$ cat src/rtl/tsp_pkg.sv
// Shared types and constants for the two-camera timestamp pairer.
// Used by the controller, the datapath and the top level; no dependencies.
`default_nettype none

package tsp_pkg;

    // Field widths of the frame and result words
    localparam int TS_W    = 63;
    localparam int UNC_W   = 32;
    localparam int TAG_W   = 16;
    localparam int TOL_W   = 32;
    localparam int LIMIT_W = 5;
    localparam int CNT32_W = 32;
    localparam int SKEW_W  = 64;

    // APB register file
    localparam int APB_AW = 3;
    localparam int APB_DW = 32;

    localparam logic [TOL_W-1:0]   TOL_RESET   = 32'd1_000_000;
    localparam logic [LIMIT_W-1:0] LIMIT_RESET = 5'd8;

    typedef enum logic [0:0] {
        REG_TOLERANCE = 1'b0,
        REG_LIMIT     = 1'b1
    } reg_idx_t;

    // One pending frame as held in the store
    typedef struct packed {
        logic [TS_W-1:0]  ts;
        logic [UNC_W-1:0] unc;
        logic [TAG_W-1:0] tag;
    } entry_t;

    typedef enum logic [3:0] {
        ST_IDLE,
        ST_TAIL_RD,
        ST_TAIL_CHK,
        ST_PUSH,
        ST_TRIM,
        ST_LOOP,
        ST_HEAD_A,
        ST_HEAD_B,
        ST_CALC,
        ST_SUM,
        ST_DECIDE,
        ST_DONE
    } state_t;

    // Controller to datapath
    typedef struct packed {
        logic accept;
        logic rd_tail;
        logic chk_tail;
        logic push;
        logic trim_pop;
        logic rd_a;
        logic rd_b;
        logic calc;
        logic sum;
        logic take_pair;
        logic drop_head;
    } ctrl_cmd_t;

    // Datapath to controller
    typedef struct packed {
        logic over_limit;
        logic both_ready;
        logic match;
        logic paired;
    } dp_status_t;

endpackage

`default_nettype wire

$ cat src/rtl/tsp_ram.sv
// Generic single-write, single-read RAM with registered read data.
// No dependencies.
`default_nettype none

module tsp_ram #(
    parameter int WIDTH = 8,
    parameter int DEPTH = 16
) (
    input  wire logic                     clk,
    input  wire logic                     we,
    input  wire logic [$clog2(DEPTH)-1:0] waddr,
    input  wire logic [WIDTH-1:0]         wdata,
    input  wire logic [$clog2(DEPTH)-1:0] raddr,
    output logic      [WIDTH-1:0]         rdata
);

    logic [WIDTH-1:0] mem_reg [DEPTH];
    logic [WIDTH-1:0] rdata_reg;

    // Write port and registered read port
    always_ff @(posedge clk)
    begin
        if (we)
        begin
            mem_reg[waddr] <= wdata;
        end
        rdata_reg <= mem_reg[raddr];
    end

    assign rdata = rdata_reg;

endmodule

`default_nettype wire

$ cat src/rtl/tsp_ctrl.sv
// Sequencer of the pairer: walks one frame word through check, push, trim and
// the head-compare loop. Depends on tsp_pkg.
`default_nettype none

module tsp_ctrl
    import tsp_pkg::*;
(
    input  wire logic       clk,
    input  wire logic       rst_n,
    input  wire logic       start,
    input  wire dp_status_t status,
    output ctrl_cmd_t       cmd,
    output logic            busy,
    output logic            result_valid
);

    state_t state_reg;
    state_t state_next;
    logic   take;

    assign take = start && !busy;

    // State register
    always_ff @(posedge clk or negedge rst_n)
    begin
        if (!rst_n)
        begin
            state_reg <= ST_IDLE;
        end
        else
        begin
            state_reg <= state_next;
        end
    end

    // Next state
    always_comb
    begin
        state_next = state_reg;
        unique case (state_reg)
            ST_IDLE, ST_DONE:
            begin
                state_next = take ? ST_TAIL_RD : ST_IDLE;
            end
            ST_TAIL_RD:  state_next = ST_TAIL_CHK;
            ST_TAIL_CHK: state_next = ST_PUSH;
            ST_PUSH:     state_next = ST_TRIM;
            ST_TRIM:
            begin
                state_next = status.over_limit ? ST_TRIM : ST_LOOP;
            end
            ST_LOOP:
            begin
                state_next = status.both_ready ? ST_HEAD_A : ST_DONE;
            end
            ST_HEAD_A:   state_next = ST_HEAD_B;
            ST_HEAD_B:   state_next = ST_CALC;
            ST_CALC:     state_next = ST_SUM;
            ST_SUM:      state_next = ST_DECIDE;
            ST_DECIDE:
            begin
                // a second match after a pair ends the loop
                state_next = (status.match && status.paired) ? ST_DONE : ST_LOOP;
            end
            default:     state_next = ST_IDLE;
        endcase
    end

    // Outputs
    always_comb
    begin
        cmd          = '0;
        busy         = 1'b1;
        result_valid = 1'b0;
        unique case (state_reg)
            ST_IDLE:
            begin
                busy       = 1'b0;
                cmd.accept = take;
            end
            ST_DONE:
            begin
                busy         = 1'b0;
                result_valid = 1'b1;
                cmd.accept   = take;
            end
            ST_TAIL_RD:  cmd.rd_tail  = 1'b1;
            ST_TAIL_CHK: cmd.chk_tail = 1'b1;
            ST_PUSH:     cmd.push     = 1'b1;
            ST_TRIM:     cmd.trim_pop = status.over_limit;
            ST_LOOP:     ;
            ST_HEAD_A:   cmd.rd_a     = 1'b1;
            ST_HEAD_B:   cmd.rd_b     = 1'b1;
            ST_CALC:     cmd.calc     = 1'b1;
            ST_SUM:      cmd.sum      = 1'b1;
            ST_DECIDE:
            begin
                cmd.take_pair = status.match && !status.paired;
                cmd.drop_head = !status.match;
            end
            default:     ;
        endcase
    end

endmodule

`default_nettype wire

$ cat src/rtl/tsp_datapath.sv
// Datapath of the pairer: two ring FIFOs in one frame store, head compare,
// pair and drop counters and the result word. Depends on tsp_pkg, tsp_ram.
`default_nettype none

module tsp_datapath
    import tsp_pkg::*;
#(
    parameter int QUEUE_DEPTH = 16
) (
    input  wire logic                     clk,
    input  wire logic                     rst_n,
    input  wire ctrl_cmd_t                cmd,
    output dp_status_t                    status,
    input  wire logic [TOL_W-1:0]         tolerance_ns,
    input  wire logic [LIMIT_W-1:0]       queue_limit,
    input  wire logic                     camera,
    input  wire logic [TS_W-1:0]          timestamp_ns,
    input  wire logic [UNC_W-1:0]         uncertainty_ns,
    input  wire logic [TAG_W-1:0]         frame_tag,
    output logic                          pair_valid,
    output logic [TAG_W-1:0]              tag_first,
    output logic [TAG_W-1:0]              tag_second,
    output logic [CNT32_W-1:0]            pair_sequence,
    output logic signed [SKEW_W-1:0]      skew_ns,
    output logic [CNT32_W-1:0]            unmatched_count
);

    localparam int PTR_W = $clog2(QUEUE_DEPTH);
    localparam int CNT_W = $clog2(QUEUE_DEPTH + 1);
    localparam int SUM_W = CNT_W + 1;
    localparam int AW    = $clog2(2 * QUEUE_DEPTH);
    localparam int LIM_W = (CNT_W > LIMIT_W) ? CNT_W : LIMIT_W;

    // Ring position head + off, off below the depth
    function automatic logic [PTR_W-1:0] ring_slot(input logic [PTR_W-1:0] head,
                                                  input logic [CNT_W-1:0] off);
        logic [SUM_W-1:0] s;
        s = SUM_W'(head) + SUM_W'(off);
        if (s >= SUM_W'(QUEUE_DEPTH))
        begin
            s = s - SUM_W'(QUEUE_DEPTH);
        end
        return s[PTR_W-1:0];
    endfunction

    function automatic logic [PTR_W-1:0] next_ptr(input logic [PTR_W-1:0] p);
        return (p == PTR_W'(QUEUE_DEPTH - 1)) ? '0 : p + 1'b1;
    endfunction

    // Camera 1 uses the upper half of the store
    function automatic logic [AW-1:0] mem_addr(input logic cam, input logic [PTR_W-1:0] s);
        return cam ? (AW'(QUEUE_DEPTH) + AW'(s)) : AW'(s);
    endfunction

    // Latched frame word
    logic              cam_reg;
    logic [TS_W-1:0]   ts_reg;
    logic [UNC_W-1:0]  unc_reg;
    logic [TAG_W-1:0]  tag_reg;

    // Queue state
    logic [PTR_W-1:0]  head_reg  [2];
    logic [PTR_W-1:0]  head_next [2];
    logic [CNT_W-1:0]  count_reg  [2];
    logic [CNT_W-1:0]  count_next [2];

    // Head compare pipeline
    logic [TS_W-1:0]   a_ts_reg;
    logic [UNC_W-1:0]  a_unc_reg;
    logic [TAG_W-1:0]  a_tag_reg;
    logic [TAG_W-1:0]  b_tag_reg;
    logic [SKEW_W-1:0] diff_reg;
    logic [TS_W-1:0]   mag_reg;
    logic [UNC_W:0]    usum_reg;
    logic              a_earlier_reg;
    logic              match_reg;

    // Counters and result word
    logic                 paired_reg;
    logic [CNT32_W-1:0]   pair_cnt_reg;
    logic [CNT32_W-1:0]   drop_cnt_reg;
    logic [CNT32_W-1:0]   drop_cnt_next;
    logic [TAG_W-1:0]     tag_first_reg;
    logic [TAG_W-1:0]     tag_second_reg;
    logic [CNT32_W-1:0]   seq_reg;
    logic [SKEW_W-1:0]    skew_reg;

    // Store port
    logic              we;
    logic [AW-1:0]     waddr;
    logic [AW-1:0]     raddr;
    entry_t            wdata;
    entry_t            rdata;
    logic [$bits(entry_t)-1:0] rdata_raw;

    // Helpers
    logic [PTR_W-1:0]  cur_head;
    logic [CNT_W-1:0]  cur_count;
    logic [CNT_W-1:0]  tail_off;
    logic              full;
    logic [PTR_W-1:0]  push_head;
    logic [CNT_W-1:0]  push_off;
    logic [LIM_W-1:0]  limit_ext;
    logic [LIM_W-1:0]  limit_eff;
    logic              drop_en;
    logic [CNT_W-1:0]  drop_amt;
    logic [CNT32_W:0]  drop_sum;
    logic              pop_cam;
    logic [SKEW_W-1:0] total;

    assign cur_head  = head_reg[cam_reg];
    assign cur_count = count_reg[cam_reg];
    assign tail_off  = (cur_count == '0) ? '0 : cur_count - 1'b1;
    assign full      = (cur_count == CNT_W'(QUEUE_DEPTH));
    assign push_head = full ? next_ptr(cur_head) : cur_head;
    assign push_off  = full ? CNT_W'(QUEUE_DEPTH - 1) : cur_count;
    assign pop_cam   = !a_earlier_reg;

    // Effective limit, clipped to the queue depth
    assign limit_ext = LIM_W'(queue_limit);
    assign limit_eff = (limit_ext > LIM_W'(QUEUE_DEPTH)) ? LIM_W'(QUEUE_DEPTH) : limit_ext;

    assign status.over_limit = LIM_W'(cur_count) > limit_eff;
    assign status.both_ready = (count_reg[0] != '0) && (count_reg[1] != '0);
    assign status.match      = match_reg;
    assign status.paired     = paired_reg;

    // Frame store
    assign wdata.ts  = ts_reg;
    assign wdata.unc = unc_reg;
    assign wdata.tag = tag_reg;
    assign rdata     = entry_t'(rdata_raw);

    tsp_ram #(
        .WIDTH ($bits(entry_t)),
        .DEPTH (2 * QUEUE_DEPTH)
    ) u_store (
        .clk   (clk),
        .we    (we),
        .waddr (waddr),
        .wdata (wdata),
        .raddr (raddr),
        .rdata (rdata_raw)
    );

    // Read address select
    always_comb
    begin
        priority if (cmd.rd_a)
        begin
            raddr = mem_addr(1'b0, head_reg[0]);
        end
        else if (cmd.rd_b)
        begin
            raddr = mem_addr(1'b1, head_reg[1]);
        end
        else
        begin
            raddr = mem_addr(cam_reg, ring_slot(cur_head, tail_off));
        end
    end

    // Queue updates, store writes and drop amounts
    always_comb
    begin
        head_next  = head_reg;
        count_next = count_reg;
        we         = 1'b0;
        waddr      = mem_addr(cam_reg, ring_slot(push_head, push_off));
        drop_en    = 1'b0;
        drop_amt   = '0;

        // flush on a timestamp that does not move forward
        if (cmd.chk_tail && (cur_count != '0) && (ts_reg <= rdata.ts))
        begin
            count_next[cam_reg] = '0;
            drop_en             = 1'b1;
            drop_amt            = cur_count;
        end

        // push, dropping the oldest when the ring is full
        if (cmd.push)
        begin
            we                  = 1'b1;
            head_next[cam_reg]  = push_head;
            count_next[cam_reg] = full ? cur_count : cur_count + 1'b1;
            if (full)
            begin
                drop_en  = 1'b1;
                drop_amt = CNT_W'(1);
            end
        end

        if (cmd.trim_pop)
        begin
            head_next[cam_reg]  = next_ptr(cur_head);
            count_next[cam_reg] = cur_count - 1'b1;
            drop_en             = 1'b1;
            drop_amt            = CNT_W'(1);
        end

        if (cmd.take_pair)
        begin
            head_next[0]  = next_ptr(head_reg[0]);
            head_next[1]  = next_ptr(head_reg[1]);
            count_next[0] = count_reg[0] - 1'b1;
            count_next[1] = count_reg[1] - 1'b1;
        end

        // earlier head goes; on a tie the camera 1 head
        if (cmd.drop_head)
        begin
            head_next[pop_cam]  = next_ptr(head_reg[pop_cam]);
            count_next[pop_cam] = count_reg[pop_cam] - 1'b1;
            drop_en             = 1'b1;
            drop_amt            = CNT_W'(1);
        end
    end

    // Saturating unmatched counter
    assign drop_sum      = {1'b0, drop_cnt_reg} + (CNT32_W + 1)'(drop_amt);
    assign drop_cnt_next = drop_sum[CNT32_W] ? '1 : drop_sum[CNT32_W-1:0];

    // Skew plus both uncertainties
    assign total = SKEW_W'(mag_reg) + SKEW_W'(usum_reg);

    // Control state
    always_ff @(posedge clk or negedge rst_n)
    begin
        if (!rst_n)
        begin
            head_reg[0]  <= '0;
            head_reg[1]  <= '0;
            count_reg[0] <= '0;
            count_reg[1] <= '0;
            pair_cnt_reg <= '0;
            drop_cnt_reg <= '0;
            paired_reg   <= 1'b0;
        end
        else
        begin
            head_reg  <= head_next;
            count_reg <= count_next;
            if (drop_en)
            begin
                drop_cnt_reg <= drop_cnt_next;
            end
            if (cmd.accept)
            begin
                paired_reg <= 1'b0;
            end
            else if (cmd.take_pair)
            begin
                paired_reg   <= 1'b1;
                pair_cnt_reg <= pair_cnt_reg + 1'b1;
            end
        end
    end

    // Payload registers
    always_ff @(posedge clk)
    begin
        if (cmd.accept)
        begin
            cam_reg        <= camera;
            ts_reg         <= timestamp_ns;
            unc_reg        <= uncertainty_ns;
            tag_reg        <= frame_tag;
            tag_first_reg  <= '0;
            tag_second_reg <= '0;
            seq_reg        <= '0;
            skew_reg       <= '0;
        end
        if (cmd.rd_b)
        begin
            a_ts_reg  <= rdata.ts;
            a_unc_reg <= rdata.unc;
            a_tag_reg <= rdata.tag;
        end
        if (cmd.calc)
        begin
            b_tag_reg     <= rdata.tag;
            diff_reg      <= {1'b0, a_ts_reg} - {1'b0, rdata.ts};
            mag_reg       <= (a_ts_reg >= rdata.ts) ? (a_ts_reg - rdata.ts)
                                                    : (rdata.ts - a_ts_reg);
            usum_reg      <= {1'b0, a_unc_reg} + {1'b0, rdata.unc};
            a_earlier_reg <= a_ts_reg < rdata.ts;
        end
        if (cmd.sum)
        begin
            match_reg <= total <= SKEW_W'(tolerance_ns);
        end
        if (cmd.take_pair)
        begin
            tag_first_reg  <= a_tag_reg;
            tag_second_reg <= b_tag_reg;
            seq_reg        <= pair_cnt_reg + 1'b1;
            skew_reg       <= diff_reg;
        end
    end

    assign pair_valid      = paired_reg;
    assign tag_first       = tag_first_reg;
    assign tag_second      = tag_second_reg;
    assign pair_sequence   = seq_reg;
    assign skew_ns         = signed'(skew_reg);
    assign unmatched_count = drop_cnt_reg;

endmodule

`default_nettype wire

$ cat src/rtl/two_stream_timestamp_pairer_unit.sv
// Top level of the two-camera timestamp pairer: APB registers, controller and
// datapath. Depends on tsp_pkg, tsp_ctrl, tsp_datapath (and tsp_ram below it).
//
//  channel   handshake              payload
//  ------    ---------------------  ---------------------------------------------
//  frame     start / busy           camera, timestamp_ns, uncertainty_ns, frame_tag
//  result    result_valid (strobe)  pair_valid, tag_first, tag_second,
//                                   pair_sequence, skew_ns, unmatched_count
//  config    APB psel/penable       tolerance_ns at 0x0, queue_limit at 0x4
//
// From accept to the result strobe a frame word passes tail read, tail check,
// push and trim (k oldest entries trimmed one a cycle), then m head compares
// (head A, head B, calc, sum, decide, loop), the last without its loop step when
// a second match ends it; heads come in turn from the shared store's one read port.
// The result shows for one cycle; a new start is taken in that same cycle.
// Reset empties both queues and clears both counters; the store is not cleared.
`default_nettype none

module two_stream_timestamp_pairer_unit
    import tsp_pkg::*;
#(
    parameter int QUEUE_DEPTH = 16
) (
    input  wire logic                 clk,
    input  wire logic                 rst_n,
    // configuration
    input  wire logic                 psel,
    input  wire logic                 penable,
    input  wire logic                 pwrite,
    input  wire logic [APB_AW-1:0]    paddr,
    input  wire logic [APB_DW-1:0]    pwdata,
    output logic      [APB_DW-1:0]    prdata,
    output logic                      pready,
    // frame word
    input  wire logic                 start,
    output logic                      busy,
    input  wire logic                 camera,
    input  wire logic [TS_W-1:0]      timestamp_ns,
    input  wire logic [UNC_W-1:0]     uncertainty_ns,
    input  wire logic [TAG_W-1:0]     frame_tag,
    // result word
    output logic                      result_valid,
    output logic                      pair_valid,
    output logic [TAG_W-1:0]          tag_first,
    output logic [TAG_W-1:0]          tag_second,
    output logic [CNT32_W-1:0]        pair_sequence,
    output logic signed [SKEW_W-1:0]  skew_ns,
    output logic [CNT32_W-1:0]        unmatched_count
);

    logic [TOL_W-1:0]   tolerance_reg;
    logic [LIMIT_W-1:0] limit_reg;
    reg_idx_t           reg_idx;
    logic               cfg_write;
    ctrl_cmd_t          cmd;
    dp_status_t         status;

    assign pready    = 1'b1;
    assign reg_idx   = reg_idx_t'(paddr[2]);
    assign cfg_write = psel && penable && pwrite && pready;

    // Register writes
    always_ff @(posedge clk or negedge rst_n)
    begin
        if (!rst_n)
        begin
            tolerance_reg <= TOL_RESET;
            limit_reg     <= LIMIT_RESET;
        end
        else if (cfg_write)
        begin
            unique case (reg_idx)
                REG_TOLERANCE: tolerance_reg <= pwdata[TOL_W-1:0];
                REG_LIMIT:     limit_reg     <= pwdata[LIMIT_W-1:0];
                default:       ;
            endcase
        end
    end

    // Register reads
    always_comb
    begin
        unique case (reg_idx)
            REG_TOLERANCE: prdata = APB_DW'(tolerance_reg);
            REG_LIMIT:     prdata = APB_DW'(limit_reg);
            default:       prdata = '0;
        endcase
    end

    tsp_ctrl u_ctrl (
        .clk          (clk),
        .rst_n        (rst_n),
        .start        (start),
        .status       (status),
        .cmd          (cmd),
        .busy         (busy),
        .result_valid (result_valid)
    );

    tsp_datapath #(
        .QUEUE_DEPTH (QUEUE_DEPTH)
    ) u_datapath (
        .clk             (clk),
        .rst_n           (rst_n),
        .cmd             (cmd),
        .status          (status),
        .tolerance_ns    (tolerance_reg),
        .queue_limit     (limit_reg),
        .camera          (camera),
        .timestamp_ns    (timestamp_ns),
        .uncertainty_ns  (uncertainty_ns),
        .frame_tag       (frame_tag),
        .pair_valid      (pair_valid),
        .tag_first       (tag_first),
        .tag_second      (tag_second),
        .pair_sequence   (pair_sequence),
        .skew_ns         (skew_ns),
        .unmatched_count (unmatched_count)
    );

endmodule

`default_nettype wire
$ cat config.mk
export PLATFORM = sky130hd
export DESIGN_NAME = two_stream_timestamp_pairer_unit
export DESIGN_NICKNAME = d
export VERILOG_FILES = /design/src/rtl/tsp_pkg.sv /design/src/rtl/tsp_ram.sv /design/src/rtl/tsp_ctrl.sv /design/src/rtl/tsp_datapath.sv /design/src/rtl/two_stream_timestamp_pairer_unit.sv
export SDC_FILE = /design/constraint.sdc
export NUM_CORES = 2
export LEC_CHECK = 0
export ABC_CLOCK_PERIOD_IN_PS = 22100
export BUFFER_PORTS_ARGS = -buffer_cell sky130_fd_sc_hd__buf_2
export CAP_MARGIN = 20
export CORE_MARGIN = 2
export CORE_UTILIZATION = 48
export CTS_BUF_LIST = sky130_fd_sc_hd__clkbuf_8
export DETAILED_ROUTE_END_ITERATION = 8
export HOLD_SLACK_MARGIN = 0.15
export RECOVER_POWER = 25
export SLEW_MARGIN = 20
export SYNTH_ARGS = -nofsm -noshare
export SYNTH_HDL_FRONTEND = slang
export SYNTH_HIERARCHICAL = 1
export SYNTH_SLANG_ARGS = --single-unit
$ cat constraint.sdc
create_clock -name clk -period 22.1 [get_ports clk]
set_input_delay 3.315 -clock clk [delete_from_list [all_inputs] [get_ports clk]]
set_output_delay 3.315 -clock clk [all_outputs]
set_load 0.005 [all_outputs]
# Yosys cells after proc, flatten, opt, wreduce, memory -nomap -nowiden
# Memories as Yosys holds them, arrays and structs flattened. A register that Yosys moved wholly into a read port is not among the register bits.
# Index checks and enable logic that the tools add are counted.
[classes]
n_addsub = 23
n_mul = 0
n_div = 0
order_cmp = 12
n_eq_ne = 16
n_shift = 0
muxes = 93
n_bitwise = 6
n_reduce_logical = 23
[ops]
columns = ["op", "n"]
rows = [
  ["64-bit 2-to-1 mux", 2],
  ["63-bit subtractor", 2],
  ["5-bit 2-to-1 mux", 21],
  ["32-bit 2-to-1 mux", 3],
  ["4-bit 2-to-1 mux", 19],
  ["63-bit by 33-bit adder with 64-bit output", 1],
  ["64-bit by 32-bit <= comparator with 1-bit output", 1],
  ["32-bit one-hot mux with 2 select lines", 1],
  ["63-bit by 63-bit subtractor with 64-bit output", 1],
  ["63-bit >= comparator", 1],
  ["63-bit <= comparator", 1],
  ["63-bit < comparator", 1],
  ["63-bit 2-to-1 mux", 1],
  ["10-bit 2-to-1 mux", 5],
  ["16-bit 2-to-1 mux", 3],
  ["4-bit one-hot mux with 11 select lines", 1],
  ["32-bit by 32-bit adder with 33-bit output", 1],
  ["32-bit by 5-bit adder with 33-bit output", 1],
  ["32-bit by 1-bit adder with 32-bit output, second input constant", 1],
  ["4-bit equality test, second input constant", 8],
  ["8-bit 2-to-1 mux", 4],
  ["10-bit bitwise mux", 3],
  ["8-bit bitwise mux", 3],
  ["1-bit 2-to-1 mux", 22],
  ["other kinds (30)", 66],
]
[word_totals]
regBits = 653
latch_bits = 0
ram_bits = 3552
mem_bits_ro = 0
wordCells = 201
n_memories = 1
[mem_list]
columns = ["memory", "depth", "word_bits", "rd", "rd_ports_with_merged_regs", "wr", "line_no", "text"]
rows = [
  ["u_datapath.u_store.mem_reg", 32, 111, 1, 1, 1, "tsp_ram.sv:17", "logic [WIDTH-1:0] mem_reg [DEPTH];"],
]

# Depth between registers and ports, before layout
[depth]
word_depth = 15
depth_mapped = 30
ltp_nobuf = 27

# By module
# The synthesis kept the hierarchy.
[by_module_without_submodules]
columns = ["module", "instances", "cells_per_inst", "area_per_inst_um2", "seq_area_each_um2"]
rows = [
  ["tsp_ram", 1, 6464, 136990.1, 108884.4],
  ["tsp_datapath", 1, 3572, 37449.7, 17902.2],
  ["two_stream_timestamp_pairer_unit", 1, 117, 1789.2, 935.9],
  ["tsp_ctrl", 1, 49, 385.4, 100.1],
]

# Least setup slack after synthesis
# OpenSTA, ideal clock, no wires.
[synth_timing]
kind = "register to register"
start = "register u_ctrl.state_reg[2]"
end = "register u_datapath.b_tag_reg[0] (enable)"
t_arrival_ns = 12.436
required_time_ns = 21.175
path_slack_ns = 8.739
path_stages_with_launch = 4
path_cell_list = "dfrtp_1 -> buf_6 -> nand2b_4 -> nor3_1"
[synth_rtl]
columns = ["item", "line_no", "text"]
rows = [
  ["start: declaration", "tsp_ctrl.sv:17", "state_t state_reg;"],
  ["start signal: assignment", "tsp_ctrl.sv:32", "state_reg <= state_next;"],
  ["end signal: assignment", "tsp_datapath.sv:282", "b_tag_reg <= rdata.tag;"],
  ["end: declaration", "tsp_datapath.sv:71", "logic [TAG_W-1:0] b_tag_reg;"],
]

# Final worst setup path
[layout_timing]
start = "register u_datapath.cam_reg"
end = "memory u_datapath/u_store/mem_reg[10][22] (netlist name) (enable)"
[layout_between]
elab_chain_len = 12
[layout_lines]
columns = ["item", "line_no", "text"]
rows = [
  ["start: declaration", "tsp_datapath.sv:56", "logic cam_reg;"],
  ["start signal: assignment", "tsp_datapath.sv:265", "cam_reg <= camera;"],
  ["1-bit NOT with 2-bit output (implied by the code)", "tsp_datapath.sv:111, tsp_datapath.sv:112", ""],
  ["4-bit 2-to-1 mux (implied by the code) (3 in series)", "tsp_datapath.sv:111", "assign cur_head = head_reg[cam_reg];"],
  ["4-bit by 1-bit adder with 4-bit output / 4-bit equality test (equally long branches)", "tsp_datapath.sv:47", "return (p == PTR_W'(QUEUE_DEPTH - 1)) ? '0 : p + 1'b1;"],
  ["4-bit 2-to-1 mux", "tsp_datapath.sv:47", ""],
  ["4-bit 2-to-1 mux", "tsp_datapath.sv:115", "assign push_head = full ? next_ptr(cur_head) : cur_head;"],
  ["4-bit by 5-bit adder with 6-bit output", "tsp_datapath.sv:38", "s = SUM_W'(head) + SUM_W'(off);"],
  ["6-bit by 5-bit >= comparator with 1-bit output / 4-bit by 1-bit subtractor with 4-bit output (equally long branches)", "tsp_datapath.sv:39, tsp_datapath.sv:41", ""],
  ["4-bit 2-to-1 mux", "tsp_datapath.sv:39", "if (s >= SUM_W'(QUEUE_DEPTH))"],
  ["5-bit by 4-bit adder with 5-bit output", "tsp_datapath.sv:52", "return cam ? (AW'(QUEUE_DEPTH) + AW'(s)) : AW'(s);"],
  ["5-bit 2-to-1 mux *", "tsp_datapath.sv:52", ""],
  ["via u_datapath.waddr[3]", "tsp_datapath.sv:90", "logic [AW-1:0] waddr;"],
  ["end: declaration", "tsp_ram.sv:17", ""],
]
# Mark *: on every way through the listed nets, which the timed path passes. The rest lies on a longest branch. The select of a mux whose other input is x is not followed.

==> summary.md <==
| Metric | Value |
|---|---|
| Max-slew violations | 1663 |
| Routed Antenna Nets | 0 |
| Routed WL | 521000 um |
| Critical path class | flip-flop to flip-flop |
| Slew @ Worst Pin | 2.38 ns |
| Max_cap viols | 49 |
| Clock root buffer | clkbuf_8 |
| Post_cts resized | 0 |
| Setup violators final | 0 |
| Fmax | 108 MHz |
| Critical Path RT | 22.90 ns |
| Commonest cells after routing, fill and taps aside | 4079 x edfxtp_1, 925 x mux2i_1, 779 x clkbuf_8, 594 x a22oi_1, 529 x inv_1 |
| # rows | 222 |
| Drt initial violations | 12000 |
| Syn avg cell area | 17.3 um^2 |
| Io pins | 349 |
| Crit. End Element | flip-flop |
| HPWL Detailed | 303000 um |
| Min cycle time layout | 9.27 ns |
| Overflow left after global routing | 0 |
| Core Footprint | 366000 um^2 |
| Overall Global Routing Usage | 0.274 |
| DRC viols | 0 |
| Syn Nets | 10700 |
| CTS tree | yes |
| Crit start category | flip-flop |
| Mapped cell area | 177000 um^2 |
| Gpl congestion | 0.924 |
| Setup Fix Bufs, Post-CTS | 0 |
| CTS max path bufs | 4 |
| Initial antenna violation count | 29 |
| Pin count of the biggest net entering global routing | 167 |
| DR vias | 101000 |
| Fin Clk Skew | 0.120 ns |
| Total CTS buffers | 701 |
| Setup TNS Final | 0 ns |
| Clock sinks | 4314 |
| Die W | 611 um |
| # port buffers | 345 |
| Max Fanout on Critical Path | 38 |
| Grt met2 use | 0.434 |
| CTS hold repair buffers | 0 |
| Ys Warns | 6 |
| Most common library cell in the layout ignoring fill and taps | edfxtp_1 |
| WP data arrival | 10.06 ns |
| Clock Latency Late Sink | 1.27 ns |
| Clk pin slew, worst setup/hold paths | 0.07 ns |
| Drt first pass iters | 8 |
| Number of vias per cell | 6.13 |
| Global-route wire length before repair | 728000 um |
| Die Area | 373000 um^2 |
| Share of cells above drive strength 1 | 0.179 |
| Met3 usage | 0.0450 |
| Grt peak-use layer | met2 |
| Period utilization | 0.419 |
| Rel. slew slack | -0.588 |
| Failing checks | max-capacitance violations, max-slew violations |
| Max FFs per register | 3552 |
| CTS HTree Levels | 6 |
| Vias in the first global route | 98900 |
| Status | finished, violations left |
| Nets | 11500 |
| Met1 Use GR | 0.391 |
| RSZ-0062 raised after global routing | false |
| Hold Vio Cnt, Final | 0 |
| Initial core utilization | 0.483 |
| Gate Count Post-Synth | 10200 |
| Die H | 611 um |
| WL/cell | 31.7 um |
| Area grow syn2layout | 12.0% |
| Worst hold path class | flip-flop to flip-flop |
final timing paths:
kind / from / endpoint / slack [ns] / cells after the start
max in group asynchronous: rst_n / u_datapath/pair_cnt_reg[9]$_DFFE_PN0P_ / 18.50 / 2
worst max-delay path: u_datapath/cam_reg$_DFFE_PP_ / u_datapath/u_store/mem_reg[10][22]$_DFFE_PP_ / 12.83 / 17
worst min-delay path: u_datapath/u_store/rdata[30]$_DFF_P_ / u_datapath/a_unc_reg[14]$_DFFE_PP_ / 0.45 / 0
min in group asynchronous: rst_n / u_datapath/unmatched_count[23]$_DFFE_PN0P_ / 2.16 / 1
worst max register to register: u_datapath/cam_reg$_DFFE_PP_ / u_datapath/u_store/mem_reg[10][22]$_DFFE_PP_ / 12.83 / 17
worst min register to register: u_datapath/u_store/rdata[30]$_DFF_P_ / u_datapath/a_unc_reg[14]$_DFFE_PP_ / 0.45 / 0
critical path: stages, from the launching register on:
cell	delay [ns]
edfxtp_1	0.32
buf_4	0.39
inv_1	0.34
a21boi_1	0.64
ha_1	0.43
nand2_1	0.22
nor2_1	0.49
clkinv_1	0.41
a21oi_1	0.45
ha_1	0.30
a21o_1	0.18
a21oi_1	0.16
xor2_1	0.63
nand2_1	0.43
nor2_4	0.90
buf_4	0.70
buf_4	0.81
buf_4	0.74
per-stage QoR:
stage / setup WS, ns / instance area [um^2] / instances / hold slack, ns / utilization
finish: 12.83 / 198000 / 16400 / 0.446 / 0.541
global route: 12.39 / 198000 / 16400 / 0.454 / 0.540
CTS: 12.91 / 198000 / 16400 / 0.434 / 0.541
detailed placement: 13.04 / 184000 / 15100 / 0.432 / 0.504
global placement: 13.12 / 184000 / 15100 / 0.428 / 0.504
floorplan: 8.74 / 177000 / 10200 / 0.404 / -
routing by layer:
layer	wire, um	share of wire	vias up
li1	-	-	42500
met1	219000	0.42	52400
met2	241000	0.46	4909
met3	43600	0.084	817
met4	17400	0.033	4
met5	34	0.000065	-
area by class of cell:
type,instances,area (um^2)
Multi-Input combinational cell,5126,45800
Clock buffer,779,10700
Sequential cell,4314,128000
Clock inverter,502,2740
Fill cell,28900,168000
Inverter,252,946
Antenna cell,34,85.1
Timing Repair Buffer,591,3600
Tap cell,4816,6030
Power is left out: the tool's default activity adds up to more than one toggle a clock period on the data nets, which glitch-free logic cannot reach.
